===== src/rtl/rdc_pkg.sv =====
// ----------------------------------------------------------------------------
// rdc_pkg: shared constants for the radix digit converter
// Widths, register decode, base limits and ASCII digit codes used by the
// converter's front, back, divider and top level.
// ----------------------------------------------------------------------------
package rdc_pkg;

  // Default sizes handed to the top-level parameters.
  localparam int VALUE_WIDTH_DEF = 31;
  localparam int MAX_DIGITS_DEF  = 32;
  localparam int QUEUE_DEPTH_DEF = 2;

  // Base register.
  localparam int RADIX_W = 6;
  localparam logic [RADIX_W-1:0] RADIX_RESET = 6'd10;
  localparam logic [RADIX_W-1:0] RADIX_MIN   = 6'd2;
  localparam logic [RADIX_W-1:0] RADIX_MAX   = 6'd36;

  // Configuration port decode.
  localparam int PADDR_W = 3;
  localparam int PDATA_W = 32;
  localparam logic REG_RADIX = 1'b0;

  // Quotient bits retired by the divider in each cycle.
  localparam int DIV_BITS = 4;

  // ASCII digit coding.
  localparam int CHAR_W = 7;
  localparam logic [CHAR_W-1:0]  CHAR_ZERO   = 7'd48;
  localparam logic [CHAR_W-1:0]  CHAR_UPPERA = 7'd65;
  localparam logic [RADIX_W-1:0] DEC_MAX     = 6'd9;
  localparam logic [RADIX_W-1:0] DEC_BASE    = 6'd10;

endpackage


===== src/rtl/rdc_fifo.sv =====
// ----------------------------------------------------------------------------
// rdc_fifo: small synchronous queue
// Holds requests between two parts of the converter; the oldest entry is
// always presented on rdata while empty is low.
// ----------------------------------------------------------------------------
module rdc_fifo #(
  parameter int WIDTH = 8,
  parameter int DEPTH = 2
) (
  input  logic             clk,
  input  logic             rst,
  input  logic             push,
  input  logic [WIDTH-1:0] wdata,
  output logic             full,
  input  logic             pop,
  output logic [WIDTH-1:0] rdata,
  output logic             empty
);

  localparam int AW = (DEPTH > 1) ? $clog2(DEPTH) : 1;
  localparam int CW = $clog2(DEPTH + 1);

  logic [WIDTH-1:0] entries [DEPTH];
  logic [AW-1:0]    wr_ptr;
  logic [AW-1:0]    rd_ptr;
  logic [CW-1:0]    count;
  logic             do_push;
  logic             do_pop;

  assign full    = (count == CW'(DEPTH));
  assign empty   = (count == '0);
  assign do_push = push && !full;
  assign do_pop  = pop && !empty;
  assign rdata   = entries[rd_ptr];

  always_ff @(posedge clk) begin
    if (rst) begin
      wr_ptr <= '0;
      rd_ptr <= '0;
      count  <= '0;
    end else begin
      if (do_push) begin
        wr_ptr <= (wr_ptr == AW'(DEPTH - 1)) ? '0 : wr_ptr + 1'b1;
      end
      if (do_pop) begin
        rd_ptr <= (rd_ptr == AW'(DEPTH - 1)) ? '0 : rd_ptr + 1'b1;
      end
      if (do_push && !do_pop) begin
        count <= count + 1'b1;
      end else if (do_pop && !do_push) begin
        count <= count - 1'b1;
      end
    end
  end

  always_ff @(posedge clk) begin
    if (do_push) begin
      entries[wr_ptr] <= wdata;
    end
  end

endmodule


===== src/rtl/rdc_front.sv =====
// ----------------------------------------------------------------------------
// rdc_front: request intake
// Registers each incoming number together with the base clamped into the
// legal range, then hands the request to the command queue.
// ----------------------------------------------------------------------------
module rdc_front #(
  parameter int VALUE_WIDTH = rdc_pkg::VALUE_WIDTH_DEF
) (
  input  logic                        clk,
  input  logic                        rst,
  input  logic [rdc_pkg::RADIX_W-1:0] radix,
  input  logic                        push,
  input  logic [VALUE_WIDTH-1:0]      number_in,
  output logic                        full,
  output logic                        cmd_push,
  output logic [rdc_pkg::RADIX_W-1:0] cmd_base,
  output logic [VALUE_WIDTH-1:0]      cmd_value,
  input  logic                        cmd_full
);

  logic                        stage_valid;
  logic [rdc_pkg::RADIX_W-1:0] stage_base;
  logic [VALUE_WIDTH-1:0]      stage_value;
  logic [rdc_pkg::RADIX_W-1:0] base_eff;
  logic                        accept;

  // Bases below two act as binary, bases above thirty-six as base 36.
  always_comb begin
    priority if (radix < rdc_pkg::RADIX_MIN) begin
      base_eff = rdc_pkg::RADIX_MIN;
    end else if (radix > rdc_pkg::RADIX_MAX) begin
      base_eff = rdc_pkg::RADIX_MAX;
    end else begin
      base_eff = radix;
    end
  end

  assign full      = stage_valid && cmd_full;
  assign accept    = push && !full;
  assign cmd_push  = stage_valid && !cmd_full;
  assign cmd_base  = stage_base;
  assign cmd_value = stage_value;

  always_ff @(posedge clk) begin
    if (rst) begin
      stage_valid <= 1'b0;
    end else if (accept) begin
      stage_valid <= 1'b1;
    end else if (cmd_push) begin
      stage_valid <= 1'b0;
    end
  end

  always_ff @(posedge clk) begin
    if (accept) begin
      stage_base  <= base_eff;
      stage_value <= number_in;
    end
  end

endmodule


===== src/rtl/rdc_divider.sv =====
// ----------------------------------------------------------------------------
// rdc_divider: iterative divider by a small base
// Restoring division that retires DIV_BITS quotient bits per cycle and
// returns the quotient and the remainder with a one-cycle done pulse.
// ----------------------------------------------------------------------------
module rdc_divider #(
  parameter int VALUE_WIDTH = rdc_pkg::VALUE_WIDTH_DEF
) (
  input  logic                        clk,
  input  logic                        rst,
  input  logic                        start,
  input  logic [VALUE_WIDTH-1:0]      dividend,
  input  logic [rdc_pkg::RADIX_W-1:0] divisor,
  output logic                        busy,
  output logic                        done,
  output logic [VALUE_WIDTH-1:0]      quotient,
  output logic [rdc_pkg::RADIX_W-1:0] remainder
);

  localparam int STEPS = (VALUE_WIDTH + rdc_pkg::DIV_BITS - 1) / rdc_pkg::DIV_BITS;
  localparam int PAD_W = STEPS * rdc_pkg::DIV_BITS;
  localparam int SW    = $clog2(STEPS + 1);

  logic [PAD_W-1:0]            work;
  logic [PAD_W-1:0]            work_next;
  logic [rdc_pkg::RADIX_W-1:0] rem;
  logic [rdc_pkg::RADIX_W-1:0] rem_next;
  logic [rdc_pkg::RADIX_W-1:0] divisor_q;
  logic [SW-1:0]               step_cnt;

  // The dividend shifts out of the top of work while quotient bits shift
  // in at the bottom, so work holds the full quotient after the last step.
  always_comb begin
    logic [rdc_pkg::RADIX_W-1:0] r_acc;
    logic [rdc_pkg::RADIX_W:0]   r_ext;
    logic [PAD_W-1:0]            w_acc;
    r_acc = rem;
    w_acc = work;
    for (int i = 0; i < rdc_pkg::DIV_BITS; i++) begin
      r_ext = {r_acc, w_acc[PAD_W-1]};
      w_acc = {w_acc[PAD_W-2:0], 1'b0};
      if (r_ext >= {1'b0, divisor_q}) begin
        r_acc    = rdc_pkg::RADIX_W'(r_ext - {1'b0, divisor_q});
        w_acc[0] = 1'b1;
      end else begin
        r_acc = r_ext[rdc_pkg::RADIX_W-1:0];
      end
    end
    rem_next  = r_acc;
    work_next = w_acc;
  end

  assign quotient  = work[VALUE_WIDTH-1:0];
  assign remainder = rem;

  always_ff @(posedge clk) begin
    if (rst) begin
      busy     <= 1'b0;
      done     <= 1'b0;
      step_cnt <= '0;
    end else begin
      done <= 1'b0;
      if (start) begin
        busy     <= 1'b1;
        step_cnt <= SW'(STEPS);
      end else if (busy) begin
        step_cnt <= step_cnt - 1'b1;
        if (step_cnt == SW'(1)) begin
          busy <= 1'b0;
          done <= 1'b1;
        end
      end
    end
  end

  always_ff @(posedge clk) begin
    if (start) begin
      work      <= PAD_W'(dividend);
      rem       <= '0;
      divisor_q <= divisor;
    end else if (busy) begin
      work <= work_next;
      rem  <= rem_next;
    end
  end

  a_rem_below_divisor: assert property (@(posedge clk) disable iff (rst)
    done |-> (remainder < divisor_q))
    else $error("divider remainder not below divisor");

  a_start_when_free: assert property (@(posedge clk) disable iff (rst)
    start |-> !busy)
    else $error("divider restarted while busy");

endmodule


===== src/rtl/rdc_back.sv =====
// ----------------------------------------------------------------------------
// rdc_back: conversion sequencer
// Takes queued requests, divides repeatedly by the base while stacking the
// remainders, then unstacks them as ASCII digits, most significant first.
// ----------------------------------------------------------------------------
module rdc_back #(
  parameter int VALUE_WIDTH = rdc_pkg::VALUE_WIDTH_DEF,
  parameter int MAX_DIGITS  = rdc_pkg::MAX_DIGITS_DEF
) (
  input  logic                        clk,
  input  logic                        rst,
  input  logic                        cmd_empty,
  input  logic [rdc_pkg::RADIX_W-1:0] cmd_base,
  input  logic [VALUE_WIDTH-1:0]      cmd_value,
  output logic                        cmd_pop,
  output logic                        out_push,
  output logic [rdc_pkg::CHAR_W-1:0]  out_char,
  output logic                        out_last,
  input  logic                        out_full
);

  localparam int AW = $clog2(MAX_DIGITS);
  localparam int CW = $clog2(MAX_DIGITS + 1);

  typedef enum logic [1:0] {
    S_IDLE,
    S_DIV,
    S_READ,
    S_PUSH
  } state_t;

  state_t                      state;
  logic [CW-1:0]               cnt;
  logic [rdc_pkg::RADIX_W-1:0] base;
  logic                        div_start;
  logic [VALUE_WIDTH-1:0]      div_dividend;
  logic                        div_busy;
  logic                        div_done;
  logic [VALUE_WIDTH-1:0]      div_quotient;
  logic [rdc_pkg::RADIX_W-1:0] div_remainder;
  logic [rdc_pkg::RADIX_W-1:0] stack [MAX_DIGITS];
  logic [rdc_pkg::RADIX_W-1:0] rd_digit;
  logic [CW-1:0]               cnt_dec;

  function automatic logic [rdc_pkg::CHAR_W-1:0] digit_ascii(
    input logic [rdc_pkg::RADIX_W-1:0] d
  );
    logic [rdc_pkg::CHAR_W-1:0] c;
    if (d <= rdc_pkg::DEC_MAX) begin
      c = rdc_pkg::CHAR_ZERO + rdc_pkg::CHAR_W'(d);
    end else begin
      c = rdc_pkg::CHAR_UPPERA + rdc_pkg::CHAR_W'(d - rdc_pkg::DEC_BASE);
    end
    return c;
  endfunction

  rdc_divider #(
    .VALUE_WIDTH(VALUE_WIDTH)
  ) u_divider (
    .clk      (clk),
    .rst      (rst),
    .start    (div_start),
    .dividend (div_dividend),
    .divisor  (base),
    .busy     (div_busy),
    .done     (div_done),
    .quotient (div_quotient),
    .remainder(div_remainder)
  );

  assign cmd_pop  = (state == S_IDLE) && !cmd_empty;
  assign out_push = (state == S_PUSH) && !out_full;
  assign out_char = digit_ascii(rd_digit);
  assign out_last = (cnt == CW'(1));
  assign cnt_dec  = cnt - 1'b1;

  always_ff @(posedge clk) begin
    if (rst) begin
      state     <= S_IDLE;
      cnt       <= '0;
      div_start <= 1'b0;
    end else begin
      div_start <= 1'b0;
      unique case (state)
        S_IDLE: begin
          if (!cmd_empty) begin
            base         <= cmd_base;
            div_dividend <= cmd_value;
            div_start    <= 1'b1;
            cnt          <= '0;
            state        <= S_DIV;
          end
        end
        S_DIV: begin
          if (div_done) begin
            cnt <= cnt + 1'b1;
            // Keep dividing while digits remain and the stack has room.
            if ((div_quotient != '0) && (cnt < CW'(MAX_DIGITS - 1))) begin
              div_dividend <= div_quotient;
              div_start    <= 1'b1;
            end else begin
              state <= S_READ;
            end
          end
        end
        S_READ: begin
          state <= S_PUSH;
        end
        S_PUSH: begin
          if (!out_full) begin
            cnt   <= cnt_dec;
            state <= (cnt == CW'(1)) ? S_IDLE : S_READ;
          end
        end
        default: begin
          state <= S_IDLE;
        end
      endcase
    end
  end

  always_ff @(posedge clk) begin
    if ((state == S_DIV) && div_done) begin
      stack[cnt[AW-1:0]] <= div_remainder;
    end
    if (state == S_READ) begin
      rd_digit <= stack[cnt_dec[AW-1:0]];
    end
  end

  a_done_while_dividing: assert property (@(posedge clk) disable iff (rst)
    div_done |-> (state == S_DIV))
    else $error("divider finished outside the divide phase");

  a_stack_in_range: assert property (@(posedge clk) disable iff (rst)
    (state == S_DIV) |-> (cnt < CW'(MAX_DIGITS)))
    else $error("digit stack index out of range");

  a_busy_while_dividing: assert property (@(posedge clk) disable iff (rst)
    div_busy |-> (state == S_DIV))
    else $error("divider busy outside the divide phase");

endmodule


===== src/rtl/radix_digit_converter.sv =====
// ----------------------------------------------------------------------------
// radix_digit_converter: integer to base-N ASCII digit stream
// Converts each pushed number into its digits in the programmed base and
// delivers them one per result request, most significant digit first.
// ----------------------------------------------------------------------------
// Timing: the first digit of a number appears only after all of its divisions are done;
//   each following digit passes through the S_READ and S_PUSH states of the sequencer.
// The one divider in the back sets the rate at which numbers are converted, and up to
//   three numbers wait in front of it (the front stage and the command queue).
// Reset (rst, synchronous, active high) empties both queues, idles the
//   sequencer and loads radix with 10; no memory clearing pass is needed.
// ----------------------------------------------------------------------------
module radix_digit_converter #(
  parameter int VALUE_WIDTH = rdc_pkg::VALUE_WIDTH_DEF,
  parameter int MAX_DIGITS  = rdc_pkg::MAX_DIGITS_DEF,
  parameter int QUEUE_DEPTH = rdc_pkg::QUEUE_DEPTH_DEF
) (
  input  logic                        clk,
  input  logic                        rst,
  // Configuration port.
  input  logic                        psel,
  input  logic                        penable,
  input  logic                        pwrite,
  input  logic [rdc_pkg::PADDR_W-1:0] paddr,
  input  logic [rdc_pkg::PDATA_W-1:0] pwdata,
  output logic [rdc_pkg::PDATA_W-1:0] prdata,
  output logic                        pready,
  // Number requests.
  input  logic                        push,
  output logic                        full,
  input  logic [VALUE_WIDTH-1:0]      number_in,
  // Digit results.
  output logic                        empty,
  input  logic                        pop,
  output logic [rdc_pkg::CHAR_W-1:0]  digit_char,
  output logic                        last_digit
);

  localparam int CMD_W = rdc_pkg::RADIX_W + VALUE_WIDTH;
  localparam int OUT_W = rdc_pkg::CHAR_W + 1;

  logic [rdc_pkg::RADIX_W-1:0] radix;
  logic                        reg_write;
  logic                        radix_sel;

  logic                        cmd_push;
  logic                        cmd_full;
  logic                        cmd_pop;
  logic                        cmd_empty;
  logic [rdc_pkg::RADIX_W-1:0] front_base;
  logic [VALUE_WIDTH-1:0]      front_value;
  logic [CMD_W-1:0]            cmd_rdata;

  logic                        out_push;
  logic                        out_full;
  logic [rdc_pkg::CHAR_W-1:0]  out_char;
  logic                        out_last;
  logic [OUT_W-1:0]            out_rdata;

  // The port never inserts wait states. The base register is the only
  // register; the low address bits inside its word are ignored.
  assign pready    = 1'b1;
  assign radix_sel = (paddr[rdc_pkg::PADDR_W-1] == rdc_pkg::REG_RADIX);
  assign reg_write = psel && penable && pwrite && pready && radix_sel;
  assign prdata    = radix_sel ? rdc_pkg::PDATA_W'(radix) : '0;

  always_ff @(posedge clk) begin
    if (rst) begin
      radix <= rdc_pkg::RADIX_RESET;
    end else if (reg_write) begin
      radix <= pwdata[rdc_pkg::RADIX_W-1:0];
    end
  end

  // Front: takes in each number and resolves the base it converts in.
  rdc_front #(
    .VALUE_WIDTH(VALUE_WIDTH)
  ) u_front (
    .clk      (clk),
    .rst      (rst),
    .radix    (radix),
    .push     (push),
    .number_in(number_in),
    .full     (full),
    .cmd_push (cmd_push),
    .cmd_base (front_base),
    .cmd_value(front_value),
    .cmd_full (cmd_full)
  );

  // Command queue lets the front keep taking numbers while the back works.
  rdc_fifo #(
    .WIDTH(CMD_W),
    .DEPTH(QUEUE_DEPTH)
  ) u_cmd_fifo (
    .clk  (clk),
    .rst  (rst),
    .push (cmd_push),
    .wdata({front_base, front_value}),
    .full (cmd_full),
    .pop  (cmd_pop),
    .rdata(cmd_rdata),
    .empty(cmd_empty)
  );

  // Back: repeated division, digit stack and ASCII emission.
  rdc_back #(
    .VALUE_WIDTH(VALUE_WIDTH),
    .MAX_DIGITS (MAX_DIGITS)
  ) u_back (
    .clk      (clk),
    .rst      (rst),
    .cmd_empty(cmd_empty),
    .cmd_base (cmd_rdata[CMD_W-1:VALUE_WIDTH]),
    .cmd_value(cmd_rdata[VALUE_WIDTH-1:0]),
    .cmd_pop  (cmd_pop),
    .out_push (out_push),
    .out_char (out_char),
    .out_last (out_last),
    .out_full (out_full)
  );

  // Result queue decouples digit emission from the consumer's pop rate.
  rdc_fifo #(
    .WIDTH(OUT_W),
    .DEPTH(QUEUE_DEPTH)
  ) u_out_fifo (
    .clk  (clk),
    .rst  (rst),
    .push (out_push),
    .wdata({out_last, out_char}),
    .full (out_full),
    .pop  (pop),
    .rdata(out_rdata),
    .empty(empty)
  );

  assign digit_char = out_rdata[rdc_pkg::CHAR_W-1:0];
  assign last_digit = out_rdata[OUT_W-1];

endmodule


===== config.mk =====
export PLATFORM = sky130hd
export DESIGN_NAME = radix_digit_converter
export DESIGN_NICKNAME = d
export VERILOG_FILES = /design/src/rtl/rdc_pkg.sv /design/src/rtl/rdc_fifo.sv /design/src/rtl/rdc_front.sv /design/src/rtl/rdc_divider.sv /design/src/rtl/rdc_back.sv /design/src/rtl/radix_digit_converter.sv
export SDC_FILE = /design/constraint.sdc
export NUM_CORES = 1
export LEC_CHECK = 0
export BUFFER_PORTS_ARGS = -buffer_cell sky130_fd_sc_hd__buf_2
export CAP_MARGIN = 20
export CORE_MARGIN = 4
export CORE_UTILIZATION = 60
export CTS_BUF_LIST = sky130_fd_sc_hd__clkbuf_2 sky130_fd_sc_hd__clkbuf_4 sky130_fd_sc_hd__clkbuf_8
export DETAILED_ROUTE_END_ITERATION = 10
export PLACE_DENSITY = 0.79
export REMOVE_ABC_BUFFERS = 1
export SLEW_MARGIN = 20
export SYNTH_ARGS = -nofsm -noshare
export SYNTH_HDL_FRONTEND = slang
export SYNTH_SLANG_ARGS = --single-unit

===== constraint.sdc =====
create_clock -name clk -period 8.3 [get_ports clk]
set_input_delay 0.415 -clock clk [delete_from_list [all_inputs] [get_ports clk]]
set_output_delay 0.415 -clock clk [all_outputs]
set_load 0.02 [all_outputs]

After elaboration in Yosys (flattened, before gate mapping)
Memories as Yosys holds them, arrays and structs flattened. A register that Yosys moved wholly into a read port is not among the register bits.
Index checks and enable logic that the tools add are counted.
Storage, ports and cells
  bits in registers: 148
  RAM bits: 282
  output and inout bits: 43
  word-level logic and storage cells: 170
  memories kept: 3
Memory list
  u_back.stack: depth 32, bits a word 6, read ports 1, clocked after memory_dff 1, write ports 1, RTL line rdc_back.sv:41  | logic [rdc_pkg::RADIX_W-1:0] stack [MAX_DIGITS];
  u_cmd_fifo.entries: depth 2, bits a word 37, read ports 1, clocked after memory_dff 1, write ports 1, RTL line rdc_fifo.sv:23  | logic [WIDTH-1:0] entries [DEPTH];
  u_out_fifo.entries: depth 2, bits a word 8, read ports 1, clocked after memory_dff 1, write ports 1, RTL line rdc_fifo.sv:23
Cells by class
  add/subtract/negate cells: 18
  order comparisons: 8
  equality and inequality tests: 12
  mux-type cells: 57
  bitwise gates (word level): 4
  reduce and logical (&&, ||, !) cells: 44
Operators by type and width (count)
  31-bit two-way mux: 5
  31-bit one-hot mux with 2 select lines: 1
  6-bit two-way mux: 9
  31-bit nonzero test: 1
  7-bit by 6-bit greater-or-equal comparator with 1-bit output: 4
  1-bit two-way mux: 27
  6-bit subtractor: 4
  1-bit logical AND: 18
  2-bit two-way mux: 9
  6-bit one-hot mux with 3 select lines: 1
  2-bit nonzero test: 5
  1-bit zero test: 9
  2-bit equality test, second input constant: 4
  4-bit two-way mux: 2
  2-bit inequality test, second input constant: 4
  2-bit one-hot mux with 4 select lines: 1
  4-bit AND reduction: 2
  6-bit by 6-bit adder with 7-bit output, first input constant: 1
  7-bit adder, first input constant: 1
  7-bit two-way mux: 1
  6-bit by 4-bit subtractor with 7-bit output, second input constant: 1
  6-bit by 1-bit adder with 6-bit output, second input constant: 1
  6-bit by 1-bit equality test with 1-bit output, second input constant: 1
  6-bit > comparator, second input constant: 1
  19 further kinds: 30

Depth between registers and ports, before layout
Gate-level depths: netlist of the first run.
  depth after elaboration: 10
  gate-level depth with buffers: 31
  depth with buffers taken out: 30

By module
Synthesis of the first run repeated with hierarchy kept, for this count alone.
Second synthesis, totals
  cell total of the unflattened synthesis: 1296
  area, all modules: 19268.5 sq um
By module, submodules not included
  rdc_back: instances 1, cells an instance 661, area an instance 10259.8 sq um, seq. area each 7236.9 sq um
  rdc_divider: instances 1, cells an instance 329, area an instance 3559.7 sq um, seq. area each 1371.3 sq um
  rdc_fifo (u_cmd_fifo): instances 1, cells an instance 140, area an instance 2884.0 sq um, seq. area each 2322.2 sq um
  rdc_front: instances 1, cells an instance 54, area an instance 1238.7 sq um, seq. area each 1131.1 sq um
  rdc_fifo (u_out_fifo): instances 1, cells an instance 50, area an instance 793.3 sq um, seq. area each 580.6 sq um
  radix_digit_converter: instances 1, cells an instance 62, area an instance 533.0 sq um, seq. area each 120.1 sq um

Least setup slack after synthesis of the first run
Ideal clock, no wire load.
  path type: flip-flop to flip-flop
  start: reg u_back.u_divider.rem (netlist bit u_back.u_divider.remainder[1])
  end: reg u_back.u_divider.rem (netlist bit u_back.u_divider.remainder[0])
  arrival: 6864 ps
  path slack: 1340 ps
  stages on the path, launching flop included: 29
  path buffers: 1
  clock period less this slack: 6960 ps
  cells stage by stage: dfxtp_1 -> ha_1 -> o211ai_2 -> a2111oi_2 -> nor2_2 -> a21oi_1 -> ha_1 -> a21o_1 -> a211oi_1 -> o21a_1 -> nand2_1 -> a21oi_1 -> ha_1 -> nor2b_1 -> o31a_1 -> o31ai_1 -> nand2_1 -> or4_4 -> buf_6 -> a21oi_1 -> or2_2 -> ha_1 -> nor2b_1 -> o211ai_1 -> a31oi_1 -> a311o_1 -> a31o_1 -> or4_1 -> o311ai_1
On the way
  longest elaborated chain between the ends: 8
Ends and longest elaborated chain
  start: declaration: RTL line rdc_divider.sv:26  | logic [rdc_pkg::RADIX_W-1:0] rem;
  start signal: assignment: RTL line rdc_divider.sv:83  | rem <= rem_next;
  6-bit subtractor / 7-bit by 6-bit greater-or-equal comparator with 1-bit output (equally long branches): RTL line rdc_divider.sv:43, rdc_divider.sv:42
  6-bit two-way mux (*): RTL line rdc_divider.sv:42  | if (r_ext >= {1'b0, divisor_q}) begin
  6-bit subtractor / 7-bit by 6-bit greater-or-equal comparator with 1-bit output (equally long branches): RTL line rdc_divider.sv:43, rdc_divider.sv:42
  6-bit two-way mux (*): RTL line rdc_divider.sv:42
  6-bit subtractor / 7-bit by 6-bit greater-or-equal comparator with 1-bit output (equally long branches): RTL line rdc_divider.sv:43, rdc_divider.sv:42
  6-bit two-way mux (*): RTL line rdc_divider.sv:42
  7-bit by 6-bit greater-or-equal comparator with 1-bit output (*): RTL line rdc_divider.sv:42
  6-bit two-way mux (*): RTL line rdc_divider.sv:42
Mark *: on every way between the ends. The rest lies on a longest branch, timed or not.
A chain may end at the register's enable or synchronous reset.

Final worst setup path of the first run
  start: reg u_back.u_divider.divisor_q[4] (netlist name)
  end: reg u_back.u_divider.rem (netlist bit u_back.u_divider.remainder[4])
On the way
  longest elaborated chain between the ends: 8
Ends and longest elaborated chain
  start: declaration: RTL line rdc_divider.sv:28  | logic [rdc_pkg::RADIX_W-1:0] divisor_q;
  start signal: assignment: RTL line rdc_divider.sv:80  | divisor_q <= divisor;
  6-bit subtractor / 7-bit by 6-bit greater-or-equal comparator with 1-bit output (equally long branches): RTL line rdc_divider.sv:43, rdc_divider.sv:42
  6-bit two-way mux: RTL line rdc_divider.sv:42
  6-bit subtractor / 7-bit by 6-bit greater-or-equal comparator with 1-bit output (equally long branches): RTL line rdc_divider.sv:43, rdc_divider.sv:42
  6-bit two-way mux: RTL line rdc_divider.sv:42
  7-bit by 6-bit greater-or-equal comparator with 1-bit output / 6-bit subtractor (equally long branches): RTL line rdc_divider.sv:42, rdc_divider.sv:43
  6-bit two-way mux: RTL line rdc_divider.sv:42
  6-bit subtractor / 7-bit by 6-bit greater-or-equal comparator with 1-bit output (equally long branches): RTL line rdc_divider.sv:43, rdc_divider.sv:42
  6-bit two-way mux (*): RTL line rdc_divider.sv:42
Marks and branches as above.

==> results_dict.tcl, run 1 <==
set metrics [dict create \
    outcome "finished, final reports clean" \
    synth.cell_area_sq_um 18700 \
    synth_cell_type_count 71 \
    dp_hpwl_mm 22.1 \
    grt_pass1_vias 10500 \
    drtIter0Drc 756 \
    cts-root-buf "clkbuf_8" \
    fin_nets 1430 \
    yosysTopAreaCellShare 0.642 \
    ys_async_sr_fraction 0 \
    cp_data_required_time_ns 8.77 \
    initial_core_util 0.608 \
    wl_per_cell_um 20.5 \
    viasPerCell 5.86 \
    syn_to_final_growth_pct 12.9 \
    clk_pin_slew_worst_paths_ns 0.06 \
    top_level_ports 116 \
    min_period_over_period 0.940 \
    ys.flop_type "edfxtp_1" \
    synth_cells 1188 \
    dp_slack_ns 0.349 \
    syn-mean-instance-area_sq_um 15.7 \
    critPathMaxStageDelay_ns 0.57 \
    critical_path_arrival_ns 8.28 \
    rows 64 \
    grt_pass1_wl_mm 56.3 \
    peakVddDrop_mv 0.385 \
    hold_end "u_front.cmd_value[27]" \
    drtAntennaViolNets 0 \
    globalRouteOverflowTotal 0 \
    power.leakage_uw 0.00720 \
    gp_congestion 0.906 \
    num_antenna_cells 0 \
    worst-path-max-fanout 8 \
    rsz0062_at_grt "false" \
    finalSetupViolCount 0 \
    tns_ns 0 \
    setup.worst_path.end_class "flip-flop" \
    synth-edff-count 399 \
    drv_slew 0 \
    antenna_found_initial 0 \
    core_area_sq_um 30700 \
    regToRegStartpoint "u_back.u_divider.divisor_q[4]" \
    ys_ff_latch 438 \
    ctsHtreeMaxLevel 3 \
    ys_seq_area_frac 0.684 \
    die-area_sq_um 34000 \
    worst_skew_pair.late_latency_ns 0.59 \
    reg2reg_depth 27 \
    cts_tree "yes" \
    crit_top_cell "ha_1" \
    powerDensity_nw_per_um2 400 \
    whs_ns 0.0245 \
    yosysTopAreaCell "edfxtp_1" \
    layout-drive-gt1-share 0.239 \
    synth.area.top_cells "edfxtp_1, mux4_2, dfxtp_1" \
    drt_pass1_iterations 5 \
    nFillCells 1956 \
    cts_inserted_buffers 69 \
    hp-class "input pin to flip-flop" \
    vias 10400 \
    grt_max_degree 68 \
    ys_warn_count 0 \
    worst_slew_pin_slew_ns 1.02 \
    clock-skew-final_ns 0.0349 \
    remaining_drc_errors 0 \
    worstReg2RegEnd "u_back.u_divider.remainder[4]" \
    wl_mm 36.2 \
    layout_min_cycle_time_ns 7.80 \
    cpMaxStageDelayCell "or4_4" \
    io_buffers 60 \
    die-width_um 184 \
    clock_sinks 438 \
    grt_usage 0.211 \
    r2r_setup_slack_ns 0.50 \
    min_from "number_in[27]" \
    clock_path_buffers 3 \
    maxCapViolations 0 \
    worstSetupStartpointType "flip-flop" \
    hold_depth 1 \
    fmax_ghz 0.128 \
    die_h_um 184 \
    setup_ws_ns 0.497 \
    criticalPathCategory "flip-flop to flip-flop" \
    relSlewSlack 0.316 \
    hold_viol_final 0 \
]
## logic make-up after synthesis
| logic type | Yosys count | share of synthesized area |
|---|---|---|
| flops | 438 | 0.684 |
| other cells | 2 | 0.000403 |
| simple gates | 252 | 0.0631 |
| compound gates | 167 | 0.0590 |
| fa+ha+maj | 42 | 0.0296 |
| xor+xnor | 25 | 0.0117 |
| buf+inv | 113 | 0.0286 |
| mux | 149 | 0.124 |
## how the worst max path moves through the flow
stage | depth (start not counted) | end | slack, ns | from
2_1_floorplan | 27 | u_back.u_divider.remainder[0] | 1.36 | u_back.u_divider.remainder[1]
3_3_place_gp | 28 | u_back.u_divider.remainder[0] | 0.48 | u_back.u_divider.divisor_q[1]
3_5_place_dp | 28 | u_back.u_divider.remainder[4] | 0.35 | u_back.u_divider.divisor_q[1]
4_1_cts | 28 | u_back.u_divider.remainder[4] | 0.32 | u_back.u_divider.divisor_q[1]
5_1_grt | 27 | u_back.u_divider.remainder[0] | 0.05 | u_back.u_divider.divisor_q[4]
6_report | 27 | u_back.u_divider.remainder[4] | 0.50 | u_back.u_divider.divisor_q[4]
## final cells by class
class | instances | area, sq um | area share
Clock buffer | 97 | 1190 | 0.0565
Sequential cell | 438 | 12800 | 0.606
Inverter | 40 | 150 | 0.00713
Multi-Input combinational cell | 662 | 5530 | 0.263
Clock inverter | 29 | 179 | 0.00849
Timing Repair Buffer | 105 | 748 | 0.0355
Tap cell | 396 | 495 | 0.0235
## layout by cell type, fill, tap and decap left out, types with 27 or more instances in the layout
master	count
a21oi_1	31
buf_2	60
clkbuf_8	74
conb_1	27
dfxtp_1	36
dlygate4sd3_1	28
edfxtp_1	399
ha_1	36
inv_1	40
mux2_2	50
mux2i_1	39
mux4_2	60
nand2_1	65
nor2_1	89
o21ai_0	60
## repair_timing
action | in CTS | in global routing
setup endpoints to repair | 0 | 7
buffers inserted | 0 | 3
resized for setup | 0 | 5
hold buffers | 25 | 3
hold endpoints to repair | 25 | 3
## cell usage after synthesis (4+ instances only)
cell	n
nor2_1	90
inv_1	40
o211ai_1	4
nor4_1	12
o21ai_0	60
mux2_2	50
nor3_1	18
nand2_1	65
or3_1	6
xor2_1	16
dfxtp_1	39
o21a_1	8
mux4_2	60
nand3_1	14
nand3b_1	5
edfxtp_1	399
nand2b_1	5
buf_4	27
clkbuf_1	32
a31oi_1	4
nand4_1	4
xnor2_1	9
a311oi_1	5
a21boi_0	4
o31ai_1	4
fa_1	4
a21o_1	5
a211o_1	4
mux2i_1	39
nor2b_1	14
a21oi_1	32
buf_1	13
ha_1	37
## routing by layer
metal / global-route usage / share of wire
met1: 0.280 / 0.41
met2: 0.353 / 0.51
met3: 0.0371 / 0.051
met4: 0.0819 / 0.033
met5: 0 / 0
## per-stage QoR
stage / instances / instance area (sq um) / util / power [uW]
after global routing: 1767 / 21100 / 0.687 / 8920
final: 1767 / 21100 / 0.687 / 8420
after global placement: 1608 / 19300 / 0.629 / 6450
after floorplan: 1140 / 18400 / - / 5650
after CTS: 1759 / 20900 / 0.682 / 8350
after detailed placement: 1608 / 19300 / 0.629 / 6530
## worst max-delay path, delay by kind of cell, from the launching register on
family | cells | cell delay (ns)
mux | 1 | 0.33
buf+inv | 1 | 0.21
compound gates | 14 | 3.95
fa+ha+maj | 4 | 1.21
flops | 1 | 0.35
simple gates | 7 | 1.65
## report_power, final
group	switching, uW	internal (uW)	total (uW)
logic	2160	1460	3620
clock network	825	970	1790
registers	184	2830	3010
## flip-flops by register name, summed over array words and instances, names as in the netlist, 2 cells and up, named ones only
register,count
radix,6
u_back.base,6
u_back.cnt,6
u_back.div_dividend,31
u_back.rd_digit,6
u_back.stack,192
u_back.state,2
u_back.u_divider.divisor_q,6
u_back.u_divider.remainder,6
u_back.u_divider.step_cnt,4
u_back.u_divider.work,32
u_cmd_fifo.count,2
u_cmd_fifo.entries,74
u_front.cmd_base,6
u_front.cmd_value,31
u_out_fifo.count,2
u_out_fifo.entries,16
Power figures use the tool's default switching activity.
==> inputs of run 2 (changes only) <==
Settings changed: CORE_MARGIN 4 to 5, CORE_UTILIZATION 60 to 57.
Clock period 8.3 ns to 6.6 ns, I/O delays scaled along.
==> results_dict.tcl, run 2 (synthesis gave the netlist of run 1 again) <==
set metrics [dict create \
    critPathMaxStageDelay_ns 0.46 \
    layout_min_cycle_time_ns 6.57 \
    hold_viol_final 0 \
    die-width_um 191 \
    io_buffers 60 \
    use_met3 0.0524 \
    rsz0062_at_grt "true" \
    grt_max_degree 68 \
    top_level_ports 116 \
    powerDensity_nw_per_um2 583 \
    die_h_um 191 \
    power.leakage_uw 0.00768 \
    wl_mm 39.5 \
    layout-drive-gt1-share 0.304 \
    fin_nets 1530 \
    cts_tree "yes" \
    remaining_drc_errors 0 \
    final_core_utilization 0.681 \
    hp-class "input pin to flip-flop" \
    grt_usage 0.219 \
    cpMaxStageDelayCell "or4_4" \
    relSlewSlack 0.309 \
    setup_ws_ns 0.0337 \
    die-area_sq_um 36500 \
    criticalPathCategory "flip-flop to flip-flop" \
    clock_sinks 438 \
    finalSetupViolCount 0 \
    outcome "finished, final reports clean" \
    drtIter0Drc 1093 \
    busiest_layer "met2" \
    drv_slew 0 \
    setup.worst_path.end_class "flip-flop" \
    maxCapViolations 0 \
    nFillCells 2036 \
    cp_data_required_time_ns 7.08 \
    layout_commonest_cell "edfxtp_1" \
    critical_path_arrival_ns 7.04 \
    dp_slack_ns -0.171 \
    final_cell_mix "edfxtp_1, buf_4, nor2_1" \
    cts_inserted_buffers 68 \
    globalRouteOverflowTotal 0 \
    clock-skew-final_ns 0.0312 \
    gp_congestion 0.896 \
    peakVddDrop_mv 0.777 \
    clock_path_buffers 3 \
    drtAntennaViolNets 0 \
    antenna_found_initial 1 \
    core_area_sq_um 32500 \
    grt_use_met1 0.291 \
    vias 11100 \
    ctsHtreeMaxLevel 3 \
    grt_pass1_wl_mm 62.0 \
    largest_register_ffs 192 \
    wl_per_cell_um 20.7 \
    cts-root-buf "clkbuf_8" \
    initial_core_util 0.575 \
    drt_pass1_iterations 5 \
    gr-usage-met2 0.358 \
    clk_pin_slew_worst_paths_ns 0.07 \
    dp_hpwl_mm 24.3 \
    worst_skew_pair.late_latency_ns 0.60 \
    viasPerCell 5.82 \
    min_period_over_period 0.995 \
    grt_pass1_vias 11300 \
    multi_input_area_sq_um 5800 \
    num_antenna_cells 0 \
    crit_top_cell "ha_1" \
    rows 66 \
    worstSetupStartpointType "flip-flop" \
    syn_to_final_growth_pct 18.4 \
    worst-path-max-fanout 5 \
    worst_slew_pin_slew_ns 1.03 \
    regArea_sq_um 12800 \
    fmax_ghz 0.152 \
]
[run 2: cell types whose count changed in the layout (fill, tap and decap cells not counted), sizes merged]
cell,change
buf,+93
dlygate4sd3,+8
inv,-4
clkinv,-3
clkinvlp,+2
bufinv,-1
clkbuf,-1
[run 2: cell type report]
cell class,count,share of cell area
well taps,442,0.0250
clock buffers,96,0.0536
flip-flops and latches,438,0.578
clock inverters,23,0.00549
inverters,40,0.00679
multi-input cells,662,0.263
repair buffers,206,0.0685
[run 2: path summary, 6_finish.rpt]
| check | from | to | slack [ns] | cells after the start |
|---|---|---|---|---|
| setup / recovery | u_back.u_divider.divisor_q[5] | u_back.u_divider.remainder[0] | 0.03 | 28 |
| hold / removal | pwdata[3] | radix[3] | 0.07 | 4 |
| setup reg to reg | u_back.u_divider.divisor_q[5] | u_back.u_divider.remainder[0] | 0.03 | 28 |
| hold reg to reg | u_front.cmd_base[5] | u_cmd_fifo.entries[0][36] | 0.45 | 0 |
[run 2: per-layer routing]
layer,part of all wire,vias up,wire [um]
met3,0.077,115,3030
met4,0.033,0,1300
met2,0.49,499,19600
li1,-,4995,-
met5,0,-,0
met1,0.40,5497,15700
[run 2: through the flow]
stage	hold slack [ns]	instances	setup TNS, ns	power, uW	cell area, sq um
finish	0.0660	1907	0	12900	22100
CTS	0.0149	1902	0	12200	21800
detailed placement	0.431	1725	-0.851	9310	19900
floorplan	0.399	1140	-1.68	7100	18400
global placement	0.422	1725	-0.345	9180	19900
global route	0.0783	1907	-2.12	13600	22100
[run 2: power breakdown]
group	internal (uW)	leakage, uW	switching (uW)	total [uW]
Sequential	3560	0.00399	236	3790
Combinational	3430	0.00300	3460	6890
Clock	1160	0.000690	1030	2190
[run 2: repair_timing]
action / CTS / global route
buffers inserted: 22 / 4
hold buffers: 36 / 0
setup endpoints to repair: 7 / 7
hold endpoints to repair: 36 / 0
pin swaps: 12 / 29
resized for setup: 19 / 38
[run 2: critical path, delay by kind of cell (launching register included)]
family / cells / cell delay [ns]
AND/OR/NAND/NOR: 7 / 1.69
flip-flops: 1 / 0.34
adder cells (fa/ha/maj): 4 / 1.10
buffers and inverters: 2 / 0.20
AO/OA/AOI/OAI: 15 / 3.10
==> inputs of run 3 (changes only) <==
Settings changed: CORE_MARGIN 5 to 2, TNS_END_PERCENT set to 20.
==> results_dict.tcl, run 3 (synthesis gave the netlist of run 1 again) <==
set metrics [dict create \
    outcome "finished, final reports clean" \
    worstReg2RegEnd "u_back.u_divider.remainder[3]" \
    cts_tree "yes" \
    initial_core_util 0.576 \
    final_cell_mix "edfxtp_1, buf_4, nor2_1" \
    die-width_um 185 \
    drv_slew 0 \
    grt_pass1_vias 11000 \
    top_level_ports 116 \
    peakVddDrop_mv 0.718 \
    die-area_sq_um 34200 \
    rows 66 \
    wl_per_cell_um 20.6 \
    finalPower_uw 12500 \
    ctsHtreeMaxLevel 3 \
    clock-skew-final_ns 0.0475 \
    cp_data_required_time_ns 7.02 \
    worstSetupStartpointType "flip-flop" \
    num_antenna_cells 0 \
    powerDensity_nw_per_um2 570 \
    vias 11000 \
    viasPerCell 5.84 \
    remaining_drc_errors 0 \
    layout_min_cycle_time_ns 6.58 \
    min_period_over_period 0.997 \
    dp_slack_ns -0.208 \
    maxCapViolations 0 \
    die_h_um 185 \
    largest_register_ffs 192 \
    r2r_setup_slack_ns 0.02 \
    critical_path_arrival_ns 7.00 \
    layout_commonest_cell "edfxtp_1" \
    crit_top_cell "ha_1" \
    cts-root-buf "clkbuf_8" \
    fmax_ghz 0.152 \
    hold_viol_final 0 \
    grt_max_degree 68 \
    setup.worst_path.end_class "flip-flop" \
    relSlewSlack 0.288 \
    cts_inserted_buffers 68 \
    fin_nets 1513 \
    gp_congestion 0.907 \
    drt_pass1_iterations 5 \
    power.leakage_uw 0.00761 \
    criticalPathCategory "flip-flop to flip-flop" \
    hp-class "input pin to flip-flop" \
    worst-path-max-fanout 5 \
    syn_to_final_growth_pct 17.9 \
    io_buffers 60 \
    clock_sinks 438 \
    clock_path_buffers 3 \
    drtAntennaViolNets 0 \
    nFillCells 2109 \
    grt_usage 0.230 \
    drtIter0Drc 1083 \
    clk_pin_slew_worst_paths_ns 0.07 \
    crit_end "u_back.u_divider.remainder[3]" \
    dp_hpwl_mm 23.5 \
    wl_mm 38.9 \
    critPathLaunch "u_back.u_divider.divisor_q[3]" \
    layout-drive-gt1-share 0.302 \
    critPathMaxStageDelay_ns 0.45 \
    setup_ws_ns 0.0222 \
    reg2reg_depth 30 \
    regToRegStartpoint "u_back.u_divider.divisor_q[3]" \
    grt_pass1_wl_mm 59.9 \
    worst_skew_pair.late_latency_ns 0.63 \
    globalRouteOverflowTotal 0 \
    antenna_found_initial 0 \
    core_area_sq_um 32400 \
    rsz0062_at_grt "true" \
    finalSetupViolCount 0 \
    worst_slew_pin_slew_ns 1.07 \
    cpMaxStageDelayCell "or4_4" \
]
## run 3: changes by cell type in the layout (fill, tap and decap cells not counted), moves of 2 or more
cell,change
buf_6,-2
o21ai_1,-2
inv_2,+4
o31ai_4,+2
clkbuf_8,-5
clkinv_2,+2
inv_8,+2
inv_1,-4
buf_4,-15
nor2_2,+2
bufinv_16,+3
clkinv_1,-5
## run 3: power by group
group,leakage (uW),switching (uW),internal [uW]
Clock,0.000716,1060,1230
Sequential,0.00399,243,3560
Combinational,0.00291,3290,3170
Total,0.00761,4590,7950
## run 3: worst min-delay path by stage
| stage | slack [ns] | start | depth (start not counted) | end |
|---|---|---|---|---|
| floorplan | 0.40 | rst | 1 | u_back.cnt[2] |
| global placement | 0.42 | u_front.cmd_value[0] | 0 | u_cmd_fifo.entries[1][0] |
| detailed placement | 0.43 | u_front.cmd_value[17] | 0 | u_cmd_fifo.entries[0][17] |
| CTS | 0.004 | pwdata[1] | 4 | radix[1] |
| global route | 0.02 | pwdata[3] | 4 | radix[3] |
| finish | 0.03 | pwdata[3] | 4 | radix[3] |
## run 3: critical path: cells and delay by family, from the launching register on
kind	cells	cell delay, ns
buffers and inverters	4	0.58
flip-flops	1	0.36
AO/OA/AOI/OAI	13	2.68
AND/OR/NAND/NOR	8	1.48
multiplexers	1	0.24
adder cells (fa/ha/maj)	4	1.06
## run 3: area by class of cell
cell class,instances,area (sq um),share of cell area
clock buffer,90,1110,0.0503
sequential,438,12800,0.580
multi-input combinational,662,5800,0.264
inverter,40,150,0.00682
timing repair buffer,189,1380,0.0627
clock inverter,26,243,0.0110
tap,442,553,0.0251
## run 3: repair_timing
action	CTS	global route
hold buffers	36	0
pin swaps	1	30
endpoints found under the hold margin	36	0
gates resized for setup	14	46
setup buffers	0	7
endpoints found under the setup margin	7	7
## run 3: through the flow
stage	util	area (sq um)	hold WS [ns]	std cells	setup TNS, ns
floorplan	-	18400	0.399	1140	-1.68
global placement	0.615	19900	0.422	1727	-0.574
detailed placement	0.615	19900	0.434	1727	-1.04
CTS	0.670	21700	0.00441	1879	0
global route	0.680	22000	0.0202	1887	-1.78
finish	0.680	22000	0.0310	1887	0
## run 3: routing by layer
metal,up-vias,track usage,share of wire
met4,0,0.0765,0.023
li1,4962,-,-
met2,483,0.380,0.50
met5,-,0,0
met1,5490,0.299,0.40
met3,81,0.0574,0.075
